`src/hdl/gec_pkg.sv`:
```
package gec_pkg;

   localparam int MaxDim = 256;
   localparam int DimW   = $clog2(MaxDim + 1);   // 9
   localparam int CrdW   = $clog2(MaxDim);       // 8
   localparam int IdxW   = 27;
   localparam int PtW    = 24;
   localparam int CntW   = 4;
   localparam int CfgW   = 9;
   localparam int RegIdxW = 2;
   localparam int ProdW  = 3 * DimW;             // room for any list length

   typedef enum logic [1:0] {
      FUNC_EDGE = 2'd0,
      FUNC_TRI  = 2'd1,
      FUNC_QUAD = 2'd2,
      FUNC_HEXA = 2'd3
   } func_type;

   typedef enum logic [RegIdxW-1:0] {
      REG_SIZE_X = 2'd0,
      REG_SIZE_Y = 2'd1,
      REG_SIZE_Z = 2'd2,
      REG_NONE   = 2'd3
   } reg_idx_type;

   typedef struct packed {
      logic [1:0]      func;
      logic [IdxW-1:0] element_index;
   } req_type;

   typedef struct packed {
      logic [PtW-1:0]  corner0;
      logic [PtW-1:0]  corner1;
      logic [PtW-1:0]  corner2;
      logic [PtW-1:0]  corner3;
      logic [PtW-1:0]  corner4;
      logic [PtW-1:0]  corner5;
      logic [PtW-1:0]  corner6;
      logic [PtW-1:0]  corner7;
      logic [CntW-1:0] corner_count;
      logic            in_range;
   } rsp_type;

endpackage

```
`src/hdl/gec_divmod.sv`:
```
// Pipelined restoring divide of an unsigned value by a divisor of DimW bits.
// One quotient bit per stage; the remainder fits in DimW bits.
module gec_divmod (
   input  logic                      clock,
   input  logic                      reset,
   input  logic                      advance,
   input  logic [gec_pkg::IdxW-1:0]  dividend,
   input  logic [gec_pkg::DimW-1:0]  divisor,
   output logic [gec_pkg::IdxW-1:0]  quotient,
   output logic [gec_pkg::DimW-1:0]  remainder
);
   import gec_pkg::*;

   localparam int RemW = DimW + 1;

   logic [IdxW-1:0] quo_ff [IdxW+1];
   logic [RemW-1:0] rem_ff [IdxW+1];
   logic [DimW-1:0] dsr_ff [IdxW+1];
   logic [IdxW-1:0] quo_in [IdxW+1];
   logic [RemW-1:0] rem_in [IdxW+1];

   always_comb begin
      quo_in[0] = dividend;
      rem_in[0] = '0;
      for (int s = 0; s < IdxW; s++) begin
         logic [RemW-1:0] trial;
         trial = {rem_ff[s][DimW-1:0], quo_ff[s][IdxW-1]};
         if (trial >= {1'b0, dsr_ff[s]}) begin
            rem_in[s+1] = trial - {1'b0, dsr_ff[s]};
            quo_in[s+1] = {quo_ff[s][IdxW-2:0], 1'b1};
         end else begin
            rem_in[s+1] = trial;
            quo_in[s+1] = {quo_ff[s][IdxW-2:0], 1'b0};
         end
      end
   end

   always_ff @(posedge clock) begin
      if (advance) begin
         quo_ff[0] <= quo_in[0];
         rem_ff[0] <= rem_in[0];
         dsr_ff[0] <= divisor;
         for (int s = 1; s <= IdxW; s++) begin
            quo_ff[s] <= quo_in[s];
            rem_ff[s] <= rem_in[s];
            dsr_ff[s] <= dsr_ff[s-1];
         end
      end
   end

   assign quotient  = quo_ff[IdxW];
   assign remainder = rem_ff[IdxW][DimW-1:0];

   logic unused_reset;
   assign unused_reset = reset;
endmodule

```
`config.mk`:
```
export PLATFORM = sky130hd
export DESIGN_NAME = gec_divmod
export DESIGN_NICKNAME = d
export VERILOG_FILES = /design/src/hdl/gec_pkg.sv /design/src/hdl/gec_divmod.sv
export SDC_FILE = /design/constraint.sdc
export NUM_CORES = 1
export LEC_CHECK = 0
export ABC_CLOCK_PERIOD_IN_PS = 2400
export BUFFER_PORTS_ARGS = -buffer_cell sky130_fd_sc_hd__buf_2
export CAP_MARGIN = 20
export CORE_ASPECT_RATIO = 1.25
export CORE_MARGIN = 1
export CORE_UTILIZATION = 59
export CTS_BUF_LIST = sky130_fd_sc_hd__clkbuf_4 sky130_fd_sc_hd__clkbuf_8
export CTS_CLUSTER_DIAMETER = 50
export CTS_CLUSTER_SIZE = 24
export DETAILED_ROUTE_END_ITERATION = 10
export PLACE_DENSITY = 0.88
export SYNTH_ARGS = -nofsm -noshare
export SYNTH_HDL_FRONTEND = slang
export SYNTH_SLANG_ARGS = --single-unit
```
`constraint.sdc`:
```
create_clock -name clock -period 2.4 [get_ports clock]
set_input_delay 0.48 -clock clock [delete_from_list [all_inputs] [get_ports clock]]
set_output_delay 0.48 -clock clock [all_outputs]
set_load 0.005 [all_outputs]
```
# After elaboration in Yosys (flattened, before gate mapping)
# Memories as Yosys holds them, arrays and structs flattened.
# Cells that the tools add are included.
dict set report word_totals {
  reg_bits 0
  latch_bits 0
  ramBits 1288
  mem_bits_ro 0
  inputBits 39
  elab_cells 113
  memories 3
}
dict set report classes {
  add_sub_neg 27
  n_mul 0
  div 0
  n_lt_le_gt_ge 27
  n_eq_ne 0
  n_shift 0
  mux 56
  bitwise 0
  n_reduce_logical 0
}
# memory words word_bits rd rd_ports_with_merged_regs write_ports line
set memory_table {}
lappend memory_table {quo_ff 28 27 28 0 28 gec_divmod.sv:16} ;# logic [IdxW-1:0] quo_ff [IdxW+1];
lappend memory_table {rem_ff 28 10 28 0 28 gec_divmod.sv:17} ;# logic [RemW-1:0] rem_ff [IdxW+1];
lappend memory_table {dsr_ff 28 9 27 0 28 gec_divmod.sv:18} ;# logic [DimW-1:0] dsr_ff [IdxW+1];
# cell n
set ops {}
lappend ops {{greater-or-equal comparator 10 x 9 -> 1 bit} 27}
lappend ops {{two-way mux 10 bit} 27}
lappend ops {{subtractor 10 x 9 -> 10 bit} 27}
lappend ops {{two-way mux 1 bit} 29}

# Longest topological paths before layout
# Gate-level depths: netlist (run 1).
# An unclocked memory read counts as a cell.
dict set report depth {
  word_depth 3
  ltp_mapped 10
}

# Worst setup path after synthesis (run 1)
# No wires, ideal clock.
dict set report synth_path {
  path_type {register to register}
  startpoint {memory quo_ff[2][26] (netlist: quo_ff[0][80])}
  endpoint {memory rem_ff[0][31] in the netlist's numbering (data pin)}
  t_arrival_ps 2350
  t_required_ps 2140
  slack_ps -210
  path_stages_with_launch 11
  n_path_buf 1
  period_less_slack_ps 2610
  path_cell_list {edfxtp_1 -> inv_1 -> ha_1 -> inv_1 -> fa_1 -> a21o_1 -> a221oi_2 -> a21oi_2 -> or2_1 -> buf_6 -> mux2_4}
}
# item line
set synth_lines {}
lappend synth_lines {{start, declared} gec_divmod.sv:16}
lappend synth_lines {{end, declared} gec_divmod.sv:17}

==> flow_metrics.env, run 1 <==
export IMPL_outcome="finished with violations"
export IMPL_failed_checks="negative setup slack"
export IMPL_hold_path_class="in -> reg"
export IMPL_critPathMaxStageDelay_ns=0.42
export IMPL_via_count=27900
export IMPL_layout_core_utilization=0.709
export IMPL_h_tree_depth=3
export IMPL_ys_warn_count=0
export IMPL_final_max_slew_violation_count=0
export IMPL_synth_area_top_cells="sky130_fd_sc_hd__edfxtp_1 (72%), sky130_fd_sc_hd__ha_1 (5.7%), sky130_fd_sc_hd__xnor2_1 (2.1%), sky130_fd_sc_hd__inv_1 (2.1%), sky130_fd_sc_hd__mux2_2 (1.6%)"
export IMPL_path_class="reg -> reg"
export IMPL_final_net_count=4046
export IMPL_power_per_cell_area_nw_per_um2=1120
export IMPL_timing_critical_path_to_type="flop"
export IMPL_crit_path_start_kind="flop"
export IMPL_initial_antenna_violation_count=4
export IMPL_power_total_mw=68.2
export IMPL_timing_critical_path_arrival_ns=3.20
export IMPL_die_x_um=267
export IMPL_effective_utilization_at_floorplan=0.599
export IMPL_worst_skew_pair_late_latency_ns=0.78
export IMPL_seq_area_um2=37300
export IMPL_number_of_flops_mapped_to_enable_cells_by_yosys=1242
export IMPL_yosys_area_top_type_share=0.723
export IMPL_cts_tree="yes"
export IMPL_first_drt_iteration_drcs=1793
export IMPL_route_detailed_wl_per_inst_um=18.8
export IMPL_ir_drop_v=0.000777
export IMPL_fin_crit_sh=1.11
export IMPL_vias_per_cell=5.59
export IMPL_least_margin_pin_slew_ns=0.757
export IMPL_route_final_wire_length_mm=93.7
export IMPL_synth_xor_area_frac=0.0221
export IMPL_number_of_global_route_vias_before_repair=28500
export IMPL_netlist_top_cell_by_area="sky130_fd_sc_hd__edfxtp_1"
export IMPL_synthMuxAreaShare=0.0346
export IMPL_ys_ff_latch=1242
export IMPL_fp_dieH_um=333
export IMPL_overall_track_demand_over_capacity_in_global_routing=0.202
export IMPL_crit_chain="inv_1, ha_2, inv_2, fa_2, a21o_1, a221oi_4, buf_4, nor2_2, or4_1, and3_1"
export IMPL_final_layout_size_suffix_gt1_frac=0.308
export IMPL_worst_setup_margin_ns=-0.274
export IMPL_std_cell_rows=120
export IMPL_synth_adder_area_share=0.0673
export IMPL_grt_first_pass_wirelength_mm=141
export IMPL_clock_sink_count=1242
export IMPL_place_detailed_hpwl_mm=59.5
export IMPL_cts_path_max_buffers=3
export IMPL_hold_violations=0
export IMPL_cts_buffers_inserted=98
export IMPL_postSynthNetCount=3432
export IMPL_synth_seq_area_share=0.723
export IMPL_port_buffers=73
export IMPL_ant_nets=0
export IMPL_multi_input_comb_area_um2=14100
export IMPL_post_synth_top_flop="sky130_fd_sc_hd__edfxtp_1"
export IMPL_syn_area_per_cell_um2=16.5
export IMPL_detail_route_drc_violations=0
export IMPL_final_fill_count=5178
export IMPL_final_min_clock_period_ns=2.67
export IMPL_critical_path_top_delay_family="simple AND/OR/NAND/NOR gates"
export IMPL_cp_buffers_inverters=3
export IMPL_post_synth_and_or_nand_nor_area_fraction=0.0514
export IMPL_mapped_area_um2=51600
export IMPL_cap_violations=0
export IMPL_area_growth_syn_to_layout_pct=18.5
export IMPL_synth_top_family_by_area="compound AO/OA/AOI/OAI gates"
export IMPL_grt_setup_unrepaired="yes"
export IMPL_coreArea_um2=86200
export IMPL_crit_path_max_delay_cell_type="sky130_fd_sc_hd__or4_1"
export IMPL_design_die_area_um2=88700
export IMPL_maxClockFrequency_mhz=374
export IMPL_proportion_of_synthesized_flip_flops_having_asynchronous_set_or_reset=0
export IMPL_fin_worst_skew_ns=0.0470
export IMPL_clkTransAtPathRegs_ns=0.12
export IMPL_timing_slew_headroom=0.482
export IMPL_grt_overflow_total=0
export IMPL_static_power_due_to_leakage_nw=23.7
export IMPL_setup_viol=194
export IMPL_netlist_cell_type_count=65
export IMPL_num_io_pins=75
export IMPL_synth_compound_area_share=0.0719
export IMPL_cts_root_buffer_cell="sky130_fd_sc_hd__clkbuf_8"
export IMPL_syn_instance_count=3131
export IMPL_first_pass_iteration_count_of_the_detailed_router=5
export IMPL_globalplace_congestion=0.877
export IMPL_crit_fanout=2
export IMPL_pin_count_of_the_biggest_net_entering_global_routing=90
export IMPL_critical_path_required_ns=2.93
metal layers:
layer / track usage / part of all wire
met1: 0.216 / 0.36
met3: 0.0271 / 0.037
met2: 0.383 / 0.55
met4: 0.107 / 0.051
met5: 0 / 0
worst reg2reg max path: stages (launching register included):
cell and delay (ns):
sky130_fd_sc_hd__edfxtp_1 0.41, sky130_fd_sc_hd__inv_1 0.08, sky130_fd_sc_hd__ha_2 0.19, sky130_fd_sc_hd__inv_2 0.04, sky130_fd_sc_hd__fa_2 0.33, sky130_fd_sc_hd__a21o_1 0.20, sky130_fd_sc_hd__a221oi_4 0.31, sky130_fd_sc_hd__buf_4 0.18
sky130_fd_sc_hd__nor2_2 0.04, sky130_fd_sc_hd__or4_1 0.42, sky130_fd_sc_hd__and3_1 0.22
cell usage after synthesis, types with 26 or more instances:
library cell	n
sky130_fd_sc_hd__a21o_1	102
sky130_fd_sc_hd__xnor2_1	122
sky130_fd_sc_hd__mux2_4	50
sky130_fd_sc_hd__mux2_2	75
sky130_fd_sc_hd__nand3_1	68
sky130_fd_sc_hd__inv_1	282
sky130_fd_sc_hd__o21a_1	26
sky130_fd_sc_hd__fa_1	26
sky130_fd_sc_hd__a21oi_1	84
sky130_fd_sc_hd__buf_4	41
sky130_fd_sc_hd__nor3_1	56
sky130_fd_sc_hd__a31oi_1	27
sky130_fd_sc_hd__nor2b_1	26
sky130_fd_sc_hd__o21ai_0	79
sky130_fd_sc_hd__edfxtp_1	1242
sky130_fd_sc_hd__nor2_1	116
sky130_fd_sc_hd__nand2_1	88
sky130_fd_sc_hd__and3_1	46
sky130_fd_sc_hd__ha_1	236
path summary, 6_finish.rpt:
check,startpoint,to,slack [ns],cells past startpoint
worst max-delay path,quo_ff[1][134],rem_ff[1][58],-0.27,10
worst min-delay path,advance,quo_ff[0][141],0.12,1
worst max register to register,quo_ff[1][134],rem_ff[1][58],-0.27,10
worst min register to register,quo_ff[0][86],quo_ff[0][114],0.40,0
power breakdown:
group / total, mW / switching (mW) / internal [mW]
Sequential: 30.1 / 1.82 / 28.3
Combinational: 24.9 / 11.8 / 13.1
Clock: 13.2 / 7.93 / 5.27
Total: 68.2 / 21.5 / 46.7
repair_timing:
action / in CTS / in global routing
resized for setup: 179 / 191
hold endpoints to repair: 36 / 0
pin swaps: 93 / 123
setup buffers: 98 / 69
setup endpoints to repair: 225 / 252
gates cloned: 2 / 0
hold buffers: 36 / 0
placed cells by master (no fill, tap or decap), drive strengths merged, types with 99 or more instances in the layout:
cell type,synthesis,routed
edfxtp,1242,1242
buf,55,538
inv,289,329
ha,236,236
mux2,132,132
xnor2,122,122
nor2,121,121
clkbuf,6,103
a21o,102,102
a21oi,99,99
cells by family after synthesis:
logic type / Yosys count
AO/OA/AOI/OAI: 488
multiplexers: 143
XOR/XNOR: 130
AND/OR/NAND/NOR: 516
flip-flops: 1242
adder cells (fa/ha/maj): 262
buffers and inverters: 350
area by class of cell:
class / count / area share
sequential: 1242 / 0.610
clock inverter: 81 / 0.0167
antenna: 4 / 0.000164
inverter: 289 / 0.0182
multi-input combinational: 1540 / 0.230
timing repair buffer: 574 / 0.0778
tap: 1159 / 0.0237
clock buffer: 103 / 0.0229
metrics by stage:
| step | std cells | TNS [ns] | instance area [µm²] | setup slack, ns | hold WS, ns |
|---|---|---|---|---|---|
| 2_1_floorplan | 3131 | -6.87 | 51800 | -0.114 | 0.400 |
| 3_3_place_gp | 4635 | -17.05 | 56000 | -0.196 | 0.400 |
| 3_5_place_dp | 4635 | -28.86 | 56000 | -0.280 | 0.405 |
| 4_1_cts | 4949 | -12.91 | 60000 | -0.260 | 0.0484 |
| 5_1_grt | 4992 | -39.36 | 61100 | -0.367 | 0.0741 |
| 6_report | 4992 | -19.47 | 61100 | -0.274 | 0.118 |
registers in the layout (all words and copies together) (netlist names):
register	count
quo_ff	756
rem_ff	243
dsr_ff	243
Power figures use the tool's default switching activity.
==> inputs of run 2 (changes only) <==
--- a/config.mk
+++ b/config.mk
@@ -15,7 +15,7 @@
 export CTS_CLUSTER_DIAMETER = 50
 export CTS_CLUSTER_SIZE = 24
 export DETAILED_ROUTE_END_ITERATION = 10
-export PLACE_DENSITY = 0.88
+export PLACE_DENSITY = 0.78
 export SYNTH_ARGS = -nofsm -noshare
 export SYNTH_HDL_FRONTEND = slang
 export SYNTH_SLANG_ARGS = --single-unit
==> flow_metrics.env, run 2 (synthesis gave the netlist of run 1 again) <==
export IMPL_crit_fanout=2
export IMPL_final_fill_count=5687
export IMPL_ir_drop_v=0.000658
export IMPL_h_tree_depth=3
export IMPL_final_net_count=4025
export IMPL_fp_dieH_um=333
export IMPL_cts_path_max_buffers=3
export IMPL_detail_route_drc_violations=0
export IMPL_largest_reg_flops=756
export IMPL_grt_setup_unrepaired="yes"
export IMPL_layout_cells_most_common_list="sky130_fd_sc_hd__edfxtp_1 (1242), sky130_fd_sc_hd__buf_4 (359), sky130_fd_sc_hd__inv_1 (244), sky130_fd_sc_hd__ha_1 (210), sky130_fd_sc_hd__xnor2_1 (122)"
export IMPL_std_cell_rows=120
export IMPL_ant_nets=0
export IMPL_grt_overflow_total=0
export IMPL_critical_path_required_ns=2.90
export IMPL_largestRegisters="quo_ff: 756 flops, dsr_ff: 243 flops, rem_ff: 243 flops"
export IMPL_grt_most_used_layer="met2"
export IMPL_cts_buffers_inserted=95
export IMPL_design_area_um2=61000
export IMPL_globalplace_congestion=0.883
export IMPL_setup_viol=157
export IMPL_effective_utilization_at_floorplan=0.599
export IMPL_hold_violations=0
export IMPL_route_final_wire_length_mm=89.6
export IMPL_crit_chain="inv_1, ha_2, inv_2, fa_2, a21o_1, a221oi_4, buf_4, nor2_2, or4_1, and3_1"
export IMPL_power_per_cell_area_nw_per_um2=1120
export IMPL_worst_setup_margin_ns=-0.244
export IMPL_overall_track_demand_over_capacity_in_global_routing=0.203
export IMPL_final_min_clock_period_ns=2.64
export IMPL_fin_crit_sh=1.10
export IMPL_first_pass_iteration_count_of_the_detailed_router=5
export IMPL_static_power_due_to_leakage_nw=23.5
export IMPL_leading_cell_type_in_the_layout_fill_and_taps_excluded="sky130_fd_sc_hd__edfxtp_1"
export IMPL_use_met3=0.0252
export IMPL_path_class="reg -> reg"
export IMPL_fin_worst_hold_slack_ns=0.126
export IMPL_place_detailed_hpwl_mm=61.3
export IMPL_fin_worst_skew_ns=0.0352
export IMPL_final_setup_tns_ns=-13.53
export IMPL_seq_area_um2=37300
export IMPL_crit_path_max_delay_cell_type="sky130_fd_sc_hd__edfxtp_1"
export IMPL_dpl_cell_area_um2=55900
export IMPL_timing_slew_headroom=0.481
export IMPL_outcome="finished with violations"
export IMPL_least_margin_pin_slew_ns=0.758
export IMPL_coreArea_um2=86200
export IMPL_die_x_um=267
export IMPL_worst_skew_pair_late_latency_ns=0.76
export IMPL_route_detailed_wl_per_inst_um=18.0
export IMPL_clock_sink_count=1242
export IMPL_first_drt_iteration_drcs=1681
export IMPL_multi_input_comb_area_um2=14100
export IMPL_initial_antenna_violation_count=2
export IMPL_groute_layer_met2_usage=0.373
export IMPL_clkTransAtPathRegs_ns=0.12
export IMPL_gr_usage_met1=0.238
export IMPL_final_layout_size_suffix_gt1_frac=0.307
export IMPL_num_io_pins=75
export IMPL_via_count=27200
export IMPL_cts_root_buffer_cell="sky130_fd_sc_hd__clkbuf_8"
export IMPL_design_die_area_um2=88700
export IMPL_port_buffers=73
export IMPL_cap_violations=0
export IMPL_pin_count_of_the_biggest_net_entering_global_routing=91
export IMPL_timing_critical_path_to_type="flop"
export IMPL_failed_checks="negative setup slack"
export IMPL_hold_path_class="in -> reg"
export IMPL_area_growth_syn_to_layout_pct=18.2
export IMPL_number_of_global_route_vias_before_repair=28200
export IMPL_grt_first_pass_wirelength_mm=142
export IMPL_max_flop_register="quo_ff"
export IMPL_cts_tree="yes"
export IMPL_crit_path_start_kind="flop"
export IMPL_vias_per_cell=5.48
export IMPL_maxClockFrequency_mhz=378
export IMPL_timing_critical_path_arrival_ns=3.14
export IMPL_final_max_slew_violation_count=0
export IMPL_critPathMaxStageDelay_ns=0.41
[run 2: cell count changes in the layout (fill, tap and decap cells not counted), moves of 6 or more]
cell                       before  now
sky130_fd_sc_hd__a211oi_1       7   13
sky130_fd_sc_hd__a211oi_2       9    3
sky130_fd_sc_hd__buf_4        383  359
sky130_fd_sc_hd__clkinv_8      12   19
sky130_fd_sc_hd__inv_12         6   14
sky130_fd_sc_hd__inv_6         14    8
sky130_fd_sc_hd__nor2_2        10   18
[run 2: repair_timing]
item                                   CTS  global route
setup buffers                           90            61
gates cloned                             6             0
setup endpoints to repair              217           249
hold buffers                            36             0
endpoints found under the hold margin   36             0
pin swaps                               86           122
resized for setup                      183           199
[run 2: worst max-delay path: cells and delay by family (launching register included)]
kind	cells	cell delay [ns]
adders and majority gates	2	0.51
and+or+nand+nor	3	0.64
AOI/OAI and AO/OA	2	0.54
buffers and inverters	3	0.29
DFF	1	0.41
[run 2: layout make-up]
cell class	count	share of cell area
Antenna cell	3	0.000123
Clock buffer	102	0.0227
Clock inverter	76	0.0168
Inverter	289	0.0182
Multi-Input combinational cell	1543	0.231
Sequential cell	1242	0.611
Tap cell	1159	0.0238
Timing Repair Buffer	553	0.0757
[run 2: where the power goes]
group | leakage [nW] | internal, mW | switching [mW] | total (mW)
Sequential | 12.1 | 28.3 | 1.79 | 30.1
Combinational | 10.2 | 13.4 | 11.6 | 25.0
Clock | 1.19 | 5.00 | 7.95 | 13.0
Total | 23.5 | 46.7 | 21.3 | 68.0
[run 2: worst paths after layout]
kind,start,to,slack (ns),cells after the start
setup / recovery,quo_ff[1][296],rem_ff[1][118],-0.24,10
hold / removal,advance,quo_ff[0][95],0.13,1
setup reg to reg,quo_ff[1][296],rem_ff[1][118],-0.24,10
hold reg to reg,quo_ff[0][124],quo_ff[0][152],0.42,0
[run 2: stage by stage]
| stage | power [mW] | setup WS, ns | instances | util |
|---|---|---|---|---|
| 2_1_floorplan | 44.8 | -0.114 | 3131 | - |
| 3_3_place_gp | 50.8 | -0.257 | 4630 | 0.649 |
| 3_5_place_dp | 51.6 | -0.237 | 4630 | 0.649 |
| 4_1_cts | 66.7 | -0.191 | 4933 | 0.695 |
| 5_1_grt | 71.6 | -0.318 | 4967 | 0.708 |
| 6_report | 68.0 | -0.244 | 4967 | 0.708 |
[run 2: layer usage]
metal  up-vias  share of wire
met2       460           0.54
met1     13500           0.39
met5         -              0
met3       201          0.029
li1      13100              -
met4         0          0.037
